[src/design/stch_pkg.sv]
`default_nettype none
package stch_pkg;

  // Default sizes
  localparam int COORD_WIDTH_DEF     = 24;
  localparam int PARAM_FRAC_BITS_DEF = 16;

  // Multiplier digit width of the back end and length of the product program
  localparam int DIGIT_BITS      = 16;
  localparam int NUM_TERMS       = 24;
  localparam int TERM_IDX_WIDTH  = 5;
  localparam int CFG_INDEX_WIDTH = 3;

  // Configuration register indexes
  typedef enum logic [CFG_INDEX_WIDTH-1:0] {
    CFG_START_X = 3'd0,
    CFG_START_Y = 3'd1,
    CFG_START_Z = 3'd2,
    CFG_END_X   = 3'd3,
    CFG_END_Y   = 3'd4,
    CFG_END_Z   = 3'd5
  } cfg_reg_t;

  // Operand codes: edge and segment differences, then normal and qp x ap cross terms
  typedef enum logic [4:0] {
    OP_AB0 = 5'd0,  OP_AB1 = 5'd1,  OP_AB2 = 5'd2,
    OP_AC0 = 5'd3,  OP_AC1 = 5'd4,  OP_AC2 = 5'd5,
    OP_QP0 = 5'd6,  OP_QP1 = 5'd7,  OP_QP2 = 5'd8,
    OP_AP0 = 5'd9,  OP_AP1 = 5'd10, OP_AP2 = 5'd11,
    OP_N0  = 5'd12, OP_N1  = 5'd13, OP_N2  = 5'd14,
    OP_E0  = 5'd15, OP_E1  = 5'd16, OP_E2  = 5'd17
  } opnd_t;

  // Where a finished sum of products goes
  typedef enum logic [3:0] {
    DST_NONE, DST_N0, DST_N1, DST_N2, DST_D, DST_NUM,
    DST_E0, DST_E1, DST_E2, DST_V, DST_W
  } dst_t;

  // One product term: acc = (first ? 0 : acc) +/- a * b
  typedef struct packed {
    opnd_t a_sel;
    opnd_t b_sel;
    logic  sub;
    logic  first;
    logic  last;
    dst_t  dst;
  } term_t;

  // Back end state machine
  typedef enum logic [2:0] {
    BK_IDLE, BK_LOAD, BK_MUL, BK_CHECK, BK_DIV, BK_FIN
  } bk_state_t;

  // Product program: n = ab x ac, d = qp.n, num = ap.n, e = qp x ap,
  // v = ac.e, w = -(ab.e)
  function automatic term_t term_entry(input logic [TERM_IDX_WIDTH-1:0] idx);
    term_t t;
    t = '{OP_AB0, OP_AB0, 1'b0, 1'b1, 1'b0, DST_NONE};
    unique case (idx)
      5'd0:  t = '{OP_AB1, OP_AC2, 1'b0, 1'b1, 1'b0, DST_NONE};
      5'd1:  t = '{OP_AB2, OP_AC1, 1'b1, 1'b0, 1'b1, DST_N0};
      5'd2:  t = '{OP_AB2, OP_AC0, 1'b0, 1'b1, 1'b0, DST_NONE};
      5'd3:  t = '{OP_AB0, OP_AC2, 1'b1, 1'b0, 1'b1, DST_N1};
      5'd4:  t = '{OP_AB0, OP_AC1, 1'b0, 1'b1, 1'b0, DST_NONE};
      5'd5:  t = '{OP_AB1, OP_AC0, 1'b1, 1'b0, 1'b1, DST_N2};
      5'd6:  t = '{OP_QP0, OP_N0,  1'b0, 1'b1, 1'b0, DST_NONE};
      5'd7:  t = '{OP_QP1, OP_N1,  1'b0, 1'b0, 1'b0, DST_NONE};
      5'd8:  t = '{OP_QP2, OP_N2,  1'b0, 1'b0, 1'b1, DST_D};
      5'd9:  t = '{OP_AP0, OP_N0,  1'b0, 1'b1, 1'b0, DST_NONE};
      5'd10: t = '{OP_AP1, OP_N1,  1'b0, 1'b0, 1'b0, DST_NONE};
      5'd11: t = '{OP_AP2, OP_N2,  1'b0, 1'b0, 1'b1, DST_NUM};
      5'd12: t = '{OP_QP1, OP_AP2, 1'b0, 1'b1, 1'b0, DST_NONE};
      5'd13: t = '{OP_QP2, OP_AP1, 1'b1, 1'b0, 1'b1, DST_E0};
      5'd14: t = '{OP_QP2, OP_AP0, 1'b0, 1'b1, 1'b0, DST_NONE};
      5'd15: t = '{OP_QP0, OP_AP2, 1'b1, 1'b0, 1'b1, DST_E1};
      5'd16: t = '{OP_QP0, OP_AP1, 1'b0, 1'b1, 1'b0, DST_NONE};
      5'd17: t = '{OP_QP1, OP_AP0, 1'b1, 1'b0, 1'b1, DST_E2};
      5'd18: t = '{OP_AC0, OP_E0,  1'b0, 1'b1, 1'b0, DST_NONE};
      5'd19: t = '{OP_AC1, OP_E1,  1'b0, 1'b0, 1'b0, DST_NONE};
      5'd20: t = '{OP_AC2, OP_E2,  1'b0, 1'b0, 1'b1, DST_V};
      5'd21: t = '{OP_AB0, OP_E0,  1'b1, 1'b1, 1'b0, DST_NONE};
      5'd22: t = '{OP_AB1, OP_E1,  1'b1, 1'b0, 1'b0, DST_NONE};
      5'd23: t = '{OP_AB2, OP_E2,  1'b1, 1'b0, 1'b1, DST_W};
      default: t = '{OP_AB0, OP_AB0, 1'b0, 1'b1, 1'b0, DST_NONE};
    endcase
    return t;
  endfunction

endpackage
`default_nettype wire

[src/design/stch_front.sv]
`default_nettype none
module stch_front #(
  parameter int CW = stch_pkg::COORD_WIDTH_DEF
) (
  input  wire logic                                 clk,
  input  wire logic                                 rst_n,
  input  wire logic                                 in_valid,
  output logic                                      in_ready,
  input  wire logic signed [CW-1:0]                 in_a_x,
  input  wire logic signed [CW-1:0]                 in_a_y,
  input  wire logic signed [CW-1:0]                 in_a_z,
  input  wire logic signed [CW-1:0]                 in_b_x,
  input  wire logic signed [CW-1:0]                 in_b_y,
  input  wire logic signed [CW-1:0]                 in_b_z,
  input  wire logic signed [CW-1:0]                 in_c_x,
  input  wire logic signed [CW-1:0]                 in_c_y,
  input  wire logic signed [CW-1:0]                 in_c_z,
  input  wire logic                                 in_last_of_ray,
  input  wire logic                                 cfg_valid,
  output logic                                      cfg_ready,
  input  wire logic [stch_pkg::CFG_INDEX_WIDTH-1:0] cfg_index,
  input  wire logic [CW-1:0]                        cfg_data,
  input  wire logic                                 q_full,
  output logic                                      q_push,
  output logic [12*(CW+1):0]                        q_data
);

  localparam int DW = CW + 1;

  logic signed [CW-1:0] start_r [3];
  logic signed [CW-1:0] end_r   [3];
  logic signed [DW-1:0] ab [3];
  logic signed [DW-1:0] ac [3];
  logic signed [DW-1:0] qp [3];
  logic signed [DW-1:0] ap [3];

  // Write segment end points
  always_ff @(posedge clk) begin
    if (!rst_n) begin
      for (int i = 0; i < 3; i++) begin
        start_r[i] <= '0;
        end_r[i]   <= '0;
      end
    end else if (cfg_valid) begin
      unique case (cfg_index)
        stch_pkg::CFG_START_X: start_r[0] <= cfg_data;
        stch_pkg::CFG_START_Y: start_r[1] <= cfg_data;
        stch_pkg::CFG_START_Z: start_r[2] <= cfg_data;
        stch_pkg::CFG_END_X:   end_r[0]   <= cfg_data;
        stch_pkg::CFG_END_Y:   end_r[1]   <= cfg_data;
        stch_pkg::CFG_END_Z:   end_r[2]   <= cfg_data;
        default: ;
      endcase
    end
  end

  assign cfg_ready = 1'b1;

  // Form edge and segment differences
  always_comb begin
    ab[0] = DW'(in_b_x) - DW'(in_a_x);
    ab[1] = DW'(in_b_y) - DW'(in_a_y);
    ab[2] = DW'(in_b_z) - DW'(in_a_z);
    ac[0] = DW'(in_c_x) - DW'(in_a_x);
    ac[1] = DW'(in_c_y) - DW'(in_a_y);
    ac[2] = DW'(in_c_z) - DW'(in_a_z);
    ap[0] = DW'(start_r[0]) - DW'(in_a_x);
    ap[1] = DW'(start_r[1]) - DW'(in_a_y);
    ap[2] = DW'(start_r[2]) - DW'(in_a_z);
    for (int i = 0; i < 3; i++) begin
      qp[i] = DW'(start_r[i]) - DW'(end_r[i]);
    end
  end

  // Push one transaction per accepted triangle
  assign in_ready = !q_full;
  assign q_push   = in_valid && !q_full;
  assign q_data   = {in_last_of_ray, ap[2], ap[1], ap[0], qp[2], qp[1], qp[0],
                     ac[2], ac[1], ac[0], ab[2], ab[1], ab[0]};

endmodule
`default_nettype wire

[src/design/stch_queue.sv]
`default_nettype none
module stch_queue #(
  parameter int W = 12 * (stch_pkg::COORD_WIDTH_DEF + 1) + 1
) (
  input  wire logic         clk,
  input  wire logic         rst_n,
  input  wire logic         push,
  input  wire logic [W-1:0] push_data,
  output logic              full,
  input  wire logic         pop,
  output logic              not_empty,
  output logic [W-1:0]      head
);

  localparam int DEPTH = 2;
  localparam int PW    = $clog2(DEPTH);

  logic [W-1:0]  mem [DEPTH];
  logic [PW-1:0] wptr_r;
  logic [PW-1:0] rptr_r;
  logic [PW:0]   count_r;

  assign full      = (count_r == (PW+1)'(DEPTH));
  assign not_empty = (count_r != '0);
  assign head      = mem[rptr_r];

  // Advance pointers and occupancy
  always_ff @(posedge clk) begin
    if (!rst_n) begin
      wptr_r  <= '0;
      rptr_r  <= '0;
      count_r <= '0;
    end else begin
      if (push) wptr_r <= wptr_r + 1'b1;
      if (pop)  rptr_r <= rptr_r + 1'b1;
      if (push && !pop)      count_r <= count_r + 1'b1;
      else if (pop && !push) count_r <= count_r - 1'b1;
    end
  end

  // Store entries
  always_ff @(posedge clk) begin
    if (push) mem[wptr_r] <= push_data;
  end

endmodule
`default_nettype wire

[src/design/stch_back.sv]
`default_nettype none
module stch_back #(
  parameter int CW = stch_pkg::COORD_WIDTH_DEF,
  parameter int F  = stch_pkg::PARAM_FRAC_BITS_DEF
) (
  input  wire logic               clk,
  input  wire logic               rst_n,
  input  wire logic               q_valid,
  input  wire logic [12*(CW+1):0] q_data,
  output logic                    q_pop,
  output logic                    out_valid,
  input  wire logic               out_ready,
  output logic                    out_tri_hit,
  output logic [F:0]              out_tri_param,
  output logic                    out_any_hit,
  output logic [F:0]              out_best_param,
  output logic                    out_ray_done
);

  localparam int DW   = CW + 1;
  localparam int NW   = 2 * DW + 1;
  localparam int ACCW = 3 * DW + 2;
  localparam int K    = stch_pkg::DIGIT_BITS;
  localparam int ND   = (NW + K - 1) / K;
  localparam int DGW  = $clog2(ND);
  localparam int PW   = DW + K + 1;
  localparam int QW   = 12 * DW + 1;
  localparam int CNTW = $clog2(F + 1);
  localparam int TW   = stch_pkg::TERM_IDX_WIDTH;

  stch_pkg::bk_state_t state_r, state_nxt;
  stch_pkg::term_t     tcur;

  logic [TW-1:0]          term_r;
  logic [DGW-1:0]         dig_r;
  logic signed [DW-1:0]   a_r;
  logic [NW-1:0]          bmag_r;
  logic                   neg_r;
  logic signed [ACCW-1:0] acc_r, acc_nxt;
  logic signed [NW-1:0]   n_r [3];
  logic signed [NW-1:0]   e_r [3];
  logic signed [ACCW-1:0] d_r, num_r, v_r, w_r;
  logic [ACCW:0]          rem_r;
  logic [F:0]             q_r;
  logic                   hit_r;
  logic [CNTW-1:0]        cnt_r;
  logic [F:0]             nearest_r;
  logic                   seen_r;

  logic signed [DW-1:0]   a_pick;
  logic signed [NW-1:0]   b_full;
  logic [ND*K-1:0]        bpad;
  logic [K-1:0]           digit;
  logic signed [PW-1:0]   prod;
  logic signed [ACCW-1:0] shifted;
  logic                   dig_last;
  logic                   hit_c;
  logic                   full_c;
  logic signed [ACCW:0]   vw;
  logic [ACCW:0]          rem_sh;
  logic                   rem_ge;
  logic                   out_free;
  logic                   fire;
  logic [F:0]             one_param;

  assign tcur      = stch_pkg::term_entry(term_r);
  assign one_param = {1'b1, {F{1'b0}}};

  // Select the short operand
  always_comb begin
    unique case (tcur.a_sel)
      stch_pkg::OP_AB0: a_pick = q_data[0*DW +: DW];
      stch_pkg::OP_AB1: a_pick = q_data[1*DW +: DW];
      stch_pkg::OP_AB2: a_pick = q_data[2*DW +: DW];
      stch_pkg::OP_AC0: a_pick = q_data[3*DW +: DW];
      stch_pkg::OP_AC1: a_pick = q_data[4*DW +: DW];
      stch_pkg::OP_AC2: a_pick = q_data[5*DW +: DW];
      stch_pkg::OP_QP0: a_pick = q_data[6*DW +: DW];
      stch_pkg::OP_QP1: a_pick = q_data[7*DW +: DW];
      stch_pkg::OP_QP2: a_pick = q_data[8*DW +: DW];
      stch_pkg::OP_AP0: a_pick = q_data[9*DW +: DW];
      stch_pkg::OP_AP1: a_pick = q_data[10*DW +: DW];
      stch_pkg::OP_AP2: a_pick = q_data[11*DW +: DW];
      default:          a_pick = '0;
    endcase
  end

  // Select the long operand, sign extended
  always_comb begin
    unique case (tcur.b_sel)
      stch_pkg::OP_AC0: b_full = NW'($signed(q_data[3*DW +: DW]));
      stch_pkg::OP_AC1: b_full = NW'($signed(q_data[4*DW +: DW]));
      stch_pkg::OP_AC2: b_full = NW'($signed(q_data[5*DW +: DW]));
      stch_pkg::OP_AP0: b_full = NW'($signed(q_data[9*DW +: DW]));
      stch_pkg::OP_AP1: b_full = NW'($signed(q_data[10*DW +: DW]));
      stch_pkg::OP_AP2: b_full = NW'($signed(q_data[11*DW +: DW]));
      stch_pkg::OP_N0:  b_full = n_r[0];
      stch_pkg::OP_N1:  b_full = n_r[1];
      stch_pkg::OP_N2:  b_full = n_r[2];
      stch_pkg::OP_E0:  b_full = e_r[0];
      stch_pkg::OP_E1:  b_full = e_r[1];
      stch_pkg::OP_E2:  b_full = e_r[2];
      default:          b_full = '0;
    endcase
  end

  // One digit of the long operand per cycle
  assign bpad     = (ND*K)'(bmag_r);
  assign digit    = bpad[dig_r*K +: K];
  assign prod     = a_r * $signed({1'b0, digit});
  assign shifted  = ACCW'(prod) <<< (dig_r * K);
  assign acc_nxt  = neg_r ? (acc_r - shifted) : (acc_r + shifted);
  assign dig_last = (dig_r == DGW'(ND - 1));

  // Segment test on the finished sums
  assign vw    = (ACCW+1)'(v_r) + (ACCW+1)'(w_r);
  assign hit_c = !d_r[ACCW-1] && (d_r != '0)
              && !num_r[ACCW-1] && !(d_r < num_r)
              && !v_r[ACCW-1] && !(d_r < v_r)
              && !w_r[ACCW-1] && !((ACCW+1)'(d_r) < vw);
  assign full_c = !(num_r < d_r);

  // Restoring fraction division step
  assign rem_sh = {rem_r[ACCW-1:0], 1'b0};
  assign rem_ge = (rem_sh >= {1'b0, d_r});

  assign out_free = !out_valid || out_ready;
  assign fire     = (state_r == stch_pkg::BK_FIN) && out_free;
  assign q_pop    = fire;

  // Hold the state
  always_ff @(posedge clk) begin
    if (!rst_n) state_r <= stch_pkg::BK_IDLE;
    else        state_r <= state_nxt;
  end

  // Sequence terms, test, divide, deliver
  always_comb begin
    state_nxt = state_r;
    unique case (state_r)
      stch_pkg::BK_IDLE:  if (q_valid) state_nxt = stch_pkg::BK_LOAD;
      stch_pkg::BK_LOAD:  state_nxt = stch_pkg::BK_MUL;
      stch_pkg::BK_MUL: begin
        if (dig_last) begin
          if (term_r == TW'(stch_pkg::NUM_TERMS - 1)) state_nxt = stch_pkg::BK_CHECK;
          else                                        state_nxt = stch_pkg::BK_LOAD;
        end
      end
      stch_pkg::BK_CHECK: begin
        if (hit_c && !full_c) state_nxt = stch_pkg::BK_DIV;
        else                  state_nxt = stch_pkg::BK_FIN;
      end
      stch_pkg::BK_DIV:   if (cnt_r == CNTW'(F - 1)) state_nxt = stch_pkg::BK_FIN;
      stch_pkg::BK_FIN:   if (out_free) state_nxt = stch_pkg::BK_IDLE;
      default:            state_nxt = stch_pkg::BK_IDLE;
    endcase
  end

  // Datapath
  always_ff @(posedge clk) begin
    case (state_r)
      stch_pkg::BK_IDLE: term_r <= '0;
      stch_pkg::BK_LOAD: begin
        a_r    <= a_pick;
        neg_r  <= tcur.sub ^ b_full[NW-1];
        bmag_r <= b_full[NW-1] ? NW'(-b_full) : b_full;
        dig_r  <= '0;
        if (tcur.first) acc_r <= '0;
      end
      stch_pkg::BK_MUL: begin
        acc_r <= acc_nxt;
        dig_r <= dig_r + 1'b1;
        if (dig_last) begin
          term_r <= term_r + 1'b1;
          if (tcur.last) begin
            case (tcur.dst)
              stch_pkg::DST_N0:  n_r[0] <= acc_nxt[NW-1:0];
              stch_pkg::DST_N1:  n_r[1] <= acc_nxt[NW-1:0];
              stch_pkg::DST_N2:  n_r[2] <= acc_nxt[NW-1:0];
              stch_pkg::DST_E0:  e_r[0] <= acc_nxt[NW-1:0];
              stch_pkg::DST_E1:  e_r[1] <= acc_nxt[NW-1:0];
              stch_pkg::DST_E2:  e_r[2] <= acc_nxt[NW-1:0];
              stch_pkg::DST_D:   d_r    <= acc_nxt;
              stch_pkg::DST_NUM: num_r  <= acc_nxt;
              stch_pkg::DST_V:   v_r    <= acc_nxt;
              stch_pkg::DST_W:   w_r    <= acc_nxt;
              default: ;
            endcase
          end
        end
      end
      stch_pkg::BK_CHECK: begin
        hit_r <= hit_c;
        cnt_r <= '0;
        rem_r <= {1'b0, num_r};
        if (hit_c && full_c) q_r <= one_param;
        else                 q_r <= '0;
      end
      stch_pkg::BK_DIV: begin
        cnt_r <= cnt_r + 1'b1;
        rem_r <= rem_ge ? (rem_sh - {1'b0, d_r}) : rem_sh;
        q_r   <= {q_r[F-1:0], rem_ge};
      end
      default: ;
    endcase
  end

  // Running minimum and output handshake
  always_ff @(posedge clk) begin
    if (!rst_n) begin
      out_valid <= 1'b0;
      nearest_r <= one_param;
      seen_r    <= 1'b0;
    end else begin
      if (out_valid && out_ready) out_valid <= 1'b0;
      if (fire) begin
        out_valid <= 1'b1;
        if (q_data[QW-1]) begin
          nearest_r <= one_param;
          seen_r    <= 1'b0;
        end else begin
          seen_r <= seen_r | hit_r;
          if (hit_r && (q_r < nearest_r)) nearest_r <= q_r;
        end
      end
    end
  end

  // Result payload
  always_ff @(posedge clk) begin
    if (fire) begin
      out_tri_hit    <= hit_r;
      out_tri_param  <= q_r;
      out_any_hit    <= seen_r | hit_r;
      out_best_param <= (hit_r && (q_r < nearest_r)) ? q_r : nearest_r;
      out_ray_done   <= q_data[QW-1];
    end
  end

endmodule
`default_nettype wire

[src/design/segment_triangle_closest_hit_core.sv]
`default_nettype none
// Channel  Direction  Handshake              Payload
// in       input      in_valid / in_ready    in_a_x .. in_c_z, in_last_of_ray
// out      output     out_valid / out_ready  out_tri_hit, out_tri_param, out_any_hit,
//                                            out_best_param, out_ray_done
// cfg      input      cfg_valid / cfg_ready  cfg_index, cfg_data
//
// The back end runs every product term on the shared multiply-accumulate unit, one digit
// per cycle (a digit is 16 bits of a 2*COORD_WIDTH+3 bit operand), and divides only when
// a triangle hits short of the segment end. A two-entry queue lets the front accept
// triangles while the back end works, and the output register holds a result while the
// next triangle computes.
// Reset is synchronous and clears the end points, the queue and the running minimum.
module segment_triangle_closest_hit_core #(
  parameter int COORD_WIDTH     = stch_pkg::COORD_WIDTH_DEF,
  parameter int PARAM_FRAC_BITS = stch_pkg::PARAM_FRAC_BITS_DEF
) (
  input  wire logic                                 clk,
  input  wire logic                                 rst_n,
  input  wire logic                                 in_valid,
  output logic                                      in_ready,
  input  wire logic signed [COORD_WIDTH-1:0]        in_a_x,
  input  wire logic signed [COORD_WIDTH-1:0]        in_a_y,
  input  wire logic signed [COORD_WIDTH-1:0]        in_a_z,
  input  wire logic signed [COORD_WIDTH-1:0]        in_b_x,
  input  wire logic signed [COORD_WIDTH-1:0]        in_b_y,
  input  wire logic signed [COORD_WIDTH-1:0]        in_b_z,
  input  wire logic signed [COORD_WIDTH-1:0]        in_c_x,
  input  wire logic signed [COORD_WIDTH-1:0]        in_c_y,
  input  wire logic signed [COORD_WIDTH-1:0]        in_c_z,
  input  wire logic                                 in_last_of_ray,
  output logic                                      out_valid,
  input  wire logic                                 out_ready,
  output logic                                      out_tri_hit,
  output logic [PARAM_FRAC_BITS:0]                  out_tri_param,
  output logic                                      out_any_hit,
  output logic [PARAM_FRAC_BITS:0]                  out_best_param,
  output logic                                      out_ray_done,
  input  wire logic                                 cfg_valid,
  output logic                                      cfg_ready,
  input  wire logic [stch_pkg::CFG_INDEX_WIDTH-1:0] cfg_index,
  input  wire logic [COORD_WIDTH-1:0]               cfg_data
);

  localparam int QW = 12 * (COORD_WIDTH + 1) + 1;

  logic          q_full;
  logic          q_push;
  logic [QW-1:0] q_push_data;
  logic          q_pop;
  logic          q_not_empty;
  logic [QW-1:0] q_head;

  stch_front #(.CW(COORD_WIDTH)) u_front (
    .clk            (clk),
    .rst_n          (rst_n),
    .in_valid       (in_valid),
    .in_ready       (in_ready),
    .in_a_x         (in_a_x),
    .in_a_y         (in_a_y),
    .in_a_z         (in_a_z),
    .in_b_x         (in_b_x),
    .in_b_y         (in_b_y),
    .in_b_z         (in_b_z),
    .in_c_x         (in_c_x),
    .in_c_y         (in_c_y),
    .in_c_z         (in_c_z),
    .in_last_of_ray (in_last_of_ray),
    .cfg_valid      (cfg_valid),
    .cfg_ready      (cfg_ready),
    .cfg_index      (cfg_index),
    .cfg_data       (cfg_data),
    .q_full         (q_full),
    .q_push         (q_push),
    .q_data         (q_push_data)
  );

  stch_queue #(.W(QW)) u_queue (
    .clk       (clk),
    .rst_n     (rst_n),
    .push      (q_push),
    .push_data (q_push_data),
    .full      (q_full),
    .pop       (q_pop),
    .not_empty (q_not_empty),
    .head      (q_head)
  );

  stch_back #(.CW(COORD_WIDTH), .F(PARAM_FRAC_BITS)) u_back (
    .clk            (clk),
    .rst_n          (rst_n),
    .q_valid        (q_not_empty),
    .q_data         (q_head),
    .q_pop          (q_pop),
    .out_valid      (out_valid),
    .out_ready      (out_ready),
    .out_tri_hit    (out_tri_hit),
    .out_tri_param  (out_tri_param),
    .out_any_hit    (out_any_hit),
    .out_best_param (out_best_param),
    .out_ray_done   (out_ray_done)
  );

endmodule
`default_nettype wire

[config.mk]
export PLATFORM = sky130hd
export DESIGN_NAME = segment_triangle_closest_hit_core
export DESIGN_NICKNAME = d
export VERILOG_FILES = /design/src/design/stch_pkg.sv /design/src/design/stch_front.sv /design/src/design/stch_queue.sv /design/src/design/stch_back.sv /design/src/design/segment_triangle_closest_hit_core.sv
export SDC_FILE = /design/constraint.sdc
export NUM_CORES = 2
export LEC_CHECK = 0
export ABC_CLOCK_PERIOD_IN_PS = 39400
export BUFFER_PORTS_ARGS = -buffer_cell sky130_fd_sc_hd__buf_2
export CAP_MARGIN = 20
export CORE_UTILIZATION = 55
export CTS_BUF_LIST = sky130_fd_sc_hd__clkbuf_8
export CTS_CLUSTER_SIZE = 14
export DETAILED_ROUTE_END_ITERATION = 10
export GPL_ROUTABILITY_DRIVEN = 1
export GPL_TIMING_DRIVEN = 0
export PLACE_DENSITY = 0.79
export SLEW_MARGIN = 20
export SYNTH_ARGS = -nofsm -noshare
export SYNTH_HDL_FRONTEND = slang
export SYNTH_HIERARCHICAL = 1
export SYNTH_SLANG_ARGS = --single-unit
[constraint.sdc]
create_clock -name clk -period 39.4 [get_ports clk]
set_input_delay 5.91 -clock clk [delete_from_list [all_inputs] [get_ports clk]]
set_output_delay 5.91 -clock clk [all_outputs]
set_load 0.005 [all_outputs]
# Yosys cells after proc, flatten, opt, wreduce, memory -nomap -nowiden

Memory sizes are Yosys's and may differ from the RTL's. A register that Yosys moved wholly into a read port is not among the register bits.
Index checks and enable logic that the tools add are counted.

Register bits: 632
Bits in latches: 0
RAM bits: 1052
ROM bits: 512
Input bits: 249
Output and inout port bits: 40
Word-level logic and storage cells: 281
Memories: 6

Add/subtract/negate cells: 24
$mul: 1
Div/mod/pow operators: 0
Order comparisons: 6
Equality and inequality tests: 52
Shift-type cells: 2
Multiplexer cells: 106
Bitwise logic cells: 8
Reductions and logical operators: 49

Memories:

| name            | depth | width | rd ports | clocked after memory_dff | wr ports | line             | source |
|---|---|---|---|---|---|---|---|
| u_queue.mem     | 2     | 301   | 1        | 1                        | 1        | stch_queue.sv:18 | `logic [W-1:0] mem [DEPTH];` |
| (no name shown) | 32    | 16    | 1        | 1                        | 0        | stch_pkg.sv:60   | `unique case (idx)` |
| u_back.e_r      | 3     | 51    | 3        | 0                        | 1        | stch_back.sv:41  | `logic signed [NW-1:0] e_r [3];` |
| u_back.n_r      | 3     | 51    | 3        | 0                        | 1        | stch_back.sv:40  | `logic signed [NW-1:0] n_r [3];` |
| u_front.end_r   | 3     | 24    | 3        | 0                        | 3        | stch_front.sv:31 | `logic signed [CW-1:0] end_r [3];` |
| u_front.start_r | 3     | 24    | 3        | 0                        | 3        | stch_front.sv:30 | `logic signed [CW-1:0] start_r [3];` |

Operator list:

| kind                                                            | count |
|---|---|
| 51-bit case mux with 12 select lines                            | 1 |
| 77-bit case mux with 2 select lines                             | 2 |
| 25-bit case mux with 12 select lines                            | 1 |
| 24-bit by 24-bit subtractor with 25-bit output                  | 12 |
| 77-bit less-than comparator                                     | 3 |
| 77-bit 2-to-1 mux                                               | 3 |
| 51-bit 2-to-1 mux                                               | 4 |
| 51-bit OR reduction                                             | 4 |
| 77-bit subtractor                                               | 2 |
| 24-bit 2-to-1 mux                                               | 6 |
| 77-bit by 77-bit adder with 78-bit output                       | 1 |
| 78-bit by 77-bit greater-or-equal comparator with 1-bit output  | 1 |
| 77-bit by 78-bit less-than comparator with 1-bit output         | 1 |
| 77-bit adder                                                    | 1 |
| 77-bit nonzero test                                             | 1 |
| 42-bit by 6-bit <<< shifter with 77-bit output                  | 1 |
| 1-bit 2-to-1 mux                                                | 67 |
| 64-bit by 7-bit variable part select with 16-bit output         | 1 |
| 5-bit by 4-bit == test with 1-bit output, second input constant | 12 |
| 17-bit 2-to-1 mux                                               | 3 |
| 51-bit negator                                                  | 1 |
| 50-bit 2-to-1 mux                                               | 1 |
| 25-bit by 17-bit multiplier with 42-bit output                  | 1 |
| 17-bit case mux with 2 select lines                             | 1 |
| 35 further kinds                                                | 117 |

# Depth between registers and ports, before layout

Depth in word-level cells: 11
Gate-level depth with buffers: 53
Depth with buffers taken out: 45

# Hierarchy

Netlist, hierarchy kept.

By module, submodules not included:

| module     | instances | cells each | area an instance (µm²) | sequential area each (µm²) |
|---|---|---|---|---|
| stch_back  | 1         | 7521       | 75067.0                | 28147.0 |
| stch_queue | 1         | 958        | 22051.1                | 18177.4 |
| stch_front | 1         | 2277       | 18963.2                | 4324.1 |

# Least setup slack after synthesis

OpenSTA, ideal clock, no wires.

Path type: in2reg
Start point: input port in_valid
End point: register u_queue.wptr_r
Setup time: 0.120 ns
Data arrival time: 20.287 ns
Data required time: 39.280 ns
Slack: 18.993 ns
Cell stages on the path: 3
Path buffers: 0
Cells stage by stage: nor2b_1 nor2b_1 o21a_1

Longest elaborated chain between the ends: 1

RTL lines:

| item                 | line                                    | source |
|---|---|---|
| start, declared      | segment_triangle_closest_hit_core.sv:20 | `input wire logic in_valid,` |
| 1-bit logical AND    | stch_front.sv:77                        | `assign q_push = in_valid && !q_full;` |
| end signal, assigned | stch_queue.sv:34                        | `if (push) wptr_r <= wptr_r + 1'b1;` |
| end, declared        | stch_queue.sv:19                        | `logic [PW-1:0] wptr_r;` |

No other way between the ends.
A chain may end at the register's enable or synchronous reset.

# Worst setup path in the final report

Start point: register u_back.dig_r[1]
End point: register u_back.acc_r[74], data pin

Longest elaborated chain between the ends: 6
Elaborated cells on any way between the ends: 7
Those cells by class: 2 x add/sub; 1 x mul; 2 x shift; 2 x mux

RTL lines:

| item                                                     | line             | source |
|---|---|---|
| start, declared                                          | stch_back.sv:35  | `logic [DGW-1:0] dig_r;` |
| start signal, assigned                                   | stch_back.sv:172 | `dig_r <= dig_r + 1'b1;` |
| 64-bit by 7-bit variable part select with 16-bit output  | stch_back.sv:109 | `assign digit = bpad[dig_r*K +: K];` |
| 25-bit by 17-bit multiplier with 42-bit output           | stch_back.sv:110 | `assign prod = a_r * $signed({1'b0, digit});` |
| 42-bit by 6-bit <<< shifter with 77-bit output *         | stch_back.sv:111 | `assign shifted = ACCW'(prod) <<< (dig_r * K);` |
| 77-bit adder / 77-bit subtractor (equally long branches) | stch_back.sv:112 | `assign acc_nxt = neg_r ? (acc_r - shifted) : (acc_r + shifted);` |
| 77-bit 2-to-1 mux *                                      | stch_back.sv:112 |  |
| named net u_back.acc_nxt[74]                             | stch_back.sv:39  | `logic signed [ACCW-1:0] acc_r, acc_nxt;` |
| 77-bit case mux with 2 select lines *                    | stch_back.sv:161 | `case (state_r)` |
| end signal, assigned                                     | stch_back.sv:171 | `acc_r <= acc_nxt;` |
| end, declared                                            | stch_back.sv:39  |  |

The timed path passes the listed nets; every way through them passes the cells marked *.

==> metrics.cfg <==
[clocking]
cts_resized = 0
cts_root_buf = clkbuf_8
htree_levels = 5
cts_tree = built
cts.clk_slew.worst_paths_ns = 0.06
clock_latency_ns = 1.07
numCtsBuffers = 303
cts.sinks = 1701
clock_tree.buffer_depth = 4
post-cts-setup-buffer-count = 0
hold_buffers = 0

[yosys]
syn_nets = 12300
yosysSeqAreaShare_pct = 43.6
synth_seq_cells = 1701
synthXorXnorAreaFrac_pct = 4.66
ys_warn_count = 6
synth_top_family_by_area = adder cells
avgSynthCellArea_um2 = 10.8
synth_compound_area_share_pct = 15.2
netlist_area_mm2 = 0.116
yosys.area_share.adder_pct = 16.5
syn-instance-count = 10800
synth_cell_types = 111
synth_ff_type = edfxtp_1
synth_simple_gate_area_share_pct = 11.5
async_flop_share_pct = 0
synth.area.mux_share_pct = 3.80
synth_edf_count = 1658

[placed_design]
port_buffers = 286
placed_area_mm2 = 0.124
hpwl_um = 314000
placed_cells = 14000
routabilityCongestion = 1.04

[critical_path]
critPathRequiredTime_ns = 40.24
crit_path_max_incr_delay_ns = 1.04
start_kind = flop
cp_num_buf_inv = 14
cp_top_family = buffers and inverters
crit_path_end_kind = flop
critPathKind = flop to flop
cp_max_fo = 10
slowest_stage = o41ai_1
crit_top_cell = clkbuf_1
arrival_ns = 19.63

[final_layout]
final_cell_mix = 1658 x edfxtp_1, 1074 x inv_1, 880 x ha_1
fin_area_mm2 = 0.129
syn2layout_area_growth_pct = 11.2
drive_gt1_share_pct = 11.5
reg.largest.list = u_queue/mem: 602 flops, u_back/e_r: 153 flops, u_back/n_r: 153 flops
finalNetCount = 13000
layout_commonest_cell = edfxtp_1
multiInputGateArea_mm2 = 0.0606
layout.cells.non_filler = 14500
largest_register = u_queue/mem
nFillCells = 16700
largest_register_ffs = 602
register_area_mm2 = 0.0506

[die]
die_w_um = 461
rows = 168
start_util_pct = 55.4
io_pins = 289
core_mm2 = 0.210
die_area_mm2 = 0.213
fp.dieH_um = 461

[timing]
finalCritPeriodShare_pct = 47.7
finalSetupViolCount = 0
hold_violations = 0
fin_setup_tns_ns = 0
grt_setup_unrepaired = no
slew_viol_final = 0
maxSlewHeadroom_pct = 13.2
clock.fmax_mhz = 53.2
tightest_slew_ns = 1.30
fin_skew_ns = 0.115
min_period_ns = 18.79

[drt]
dr.pass1.iters = 9
drt_iter0_drc = 10900
drt_wl_total_um = 392000
drc = 0
antenna_left = 0
wire_per_inst_um = 27.0
viasPerCell = 6.33
vias = 91900

[run_status]
status = finished clean

[global_route]
grt_overflow = 0
grt_max_degree = 54
grtUsageMet1_pct = 46.1
grt_pass1_vias = 89900
grt-busiest-layer = met2
grt_util_met3_pct = 7.30
grt_pass1_wl_um = 569000
antenna_found_initial = 25
track_usage_pct = 36.3
met2_usage_pct = 57.4

[job]
drv_cap = 0

[hold_path]
hold_class = flop to flop

-- Yosys cell counts (all sizes together), types with 19 or more instances --
| cell type | number | share of area (%) |
|---|---|---|
| fa | 406 | 7.0 |
| buf | 74 | 0.49 |
| nor2 | 490 | 1.6 |
| nor3b | 19 | 0.12 |
| a22o | 102 | 0.77 |
| o211ai | 44 | 0.28 |
| nor2b | 129 | 0.70 |
| mux2 | 307 | 3.0 |
| xor2 | 221 | 1.7 |
| nand2 | 818 | 2.6 |
| o22ai | 22 | 0.12 |
| a21o | 365 | 2.4 |
| ha | 880 | 9.5 |
| nor4 | 46 | 0.26 |
| a31oi | 109 | 0.59 |
| clkbuf | 313 | 1.0 |
| nand2b | 102 | 0.55 |
| o21a | 82 | 0.53 |
| a21boi | 26 | 0.17 |
| o31ai | 40 | 0.26 |
| a221oi | 93 | 0.72 |
| mux2i | 88 | 0.76 |
| edfxtp | 1658 | 43 |
| nand3 | 234 | 1.0 |
| nand4 | 151 | 0.81 |
| or3 | 27 | 0.15 |
| a22oi | 191 | 1.2 |
| and3 | 81 | 0.44 |
| a21oi | 697 | 3.0 |
| dfxtp | 43 | 0.74 |
| nor3 | 118 | 0.51 |
| o21ai | 522 | 2.3 |
| or2 | 37 | 0.20 |
| and2 | 369 | 2.0 |
| inv | 998 | 3.2 |
| xnor2 | 392 | 3.0 |
| and4 | 28 | 0.21 |
| o21bai | 91 | 0.59 |
| a211oi | 61 | 0.41 |
| a31o | 22 | 0.17 |
-- layout make-up --
class / instances / area share (%)
inverters: 1000 / 2.91
clock inverters: 200 / 0.887
diodes: 11 / 0.0213
multi-input cells: 7668 / 46.9
repair buffers: 430 / 2.56
flip-flops and latches: 1701 / 39.2
clock buffers: 317 / 3.38
plain buffers: 387 / 1.35
well taps: 2805 / 2.72
-- metal layers --
layer | up-vias | share of wire, %
li1 | 40700 | -
met1 | 44900 | 38
met2 | 5292 | 45
met3 | 1080 | 9.8
met4 | 14 | 6.7
met5 | - | 0.023
-- final timing paths --
kind | from | end | slack, ns | cells after the start
min | u_back/seen_r | u_back/seen_r | 0.46 | 2
max reg2reg | u_back/dig_r[1] | u_back/acc_r[74] | 20.61 | 50
max | u_back/dig_r[1] | u_back/acc_r[74] | 20.61 | 50
min reg2reg | u_back/seen_r | u_back/seen_r | 0.46 | 2
-- tightest hold or removal path: cells and delay by family (launching register included) --
| kind | cells | cell delay [ns] |
|---|---|---|
| AOI/OAI and AO/OA | 1 | 0.04 |
| DFF | 1 | 0.32 |
| and+or+nand+nor | 1 | 0.07 |
-- kinds of logic (layout without fill, tap and decap cells) --
| logic type | Yosys count | after routing |
|---|---|---|
| AOI/OAI and AO/OA | 2677 | 2677 |
| xor gates and xnor gates | 615 | 615 |
| adders and majority gates | 1286 | 1286 |
| buffers and inverters | 1387 | 2334 |
| DFF | 1701 | 1701 |
| muxes | 398 | 398 |
| other | 1 | 12 |
| and+or+nand+nor | 2691 | 2691 |
-- through the flow --
step | utilization [%] | hold slack (ns) | worst slack [ns]
floorplan | - | 0.429 | 18.99
global placement | 57.7 | 0.444 | 10.54
detailed placement | 58.9 | 0.452 | 21.22
CTS | 61.6 | 0.467 | 21.11
global route | 61.6 | 0.486 | 19.97
finish | 61.6 | 0.465 | 20.61
Power is not shown: default switching activity piles up to over one toggle a cycle in this logic, so the estimate is an artifact.
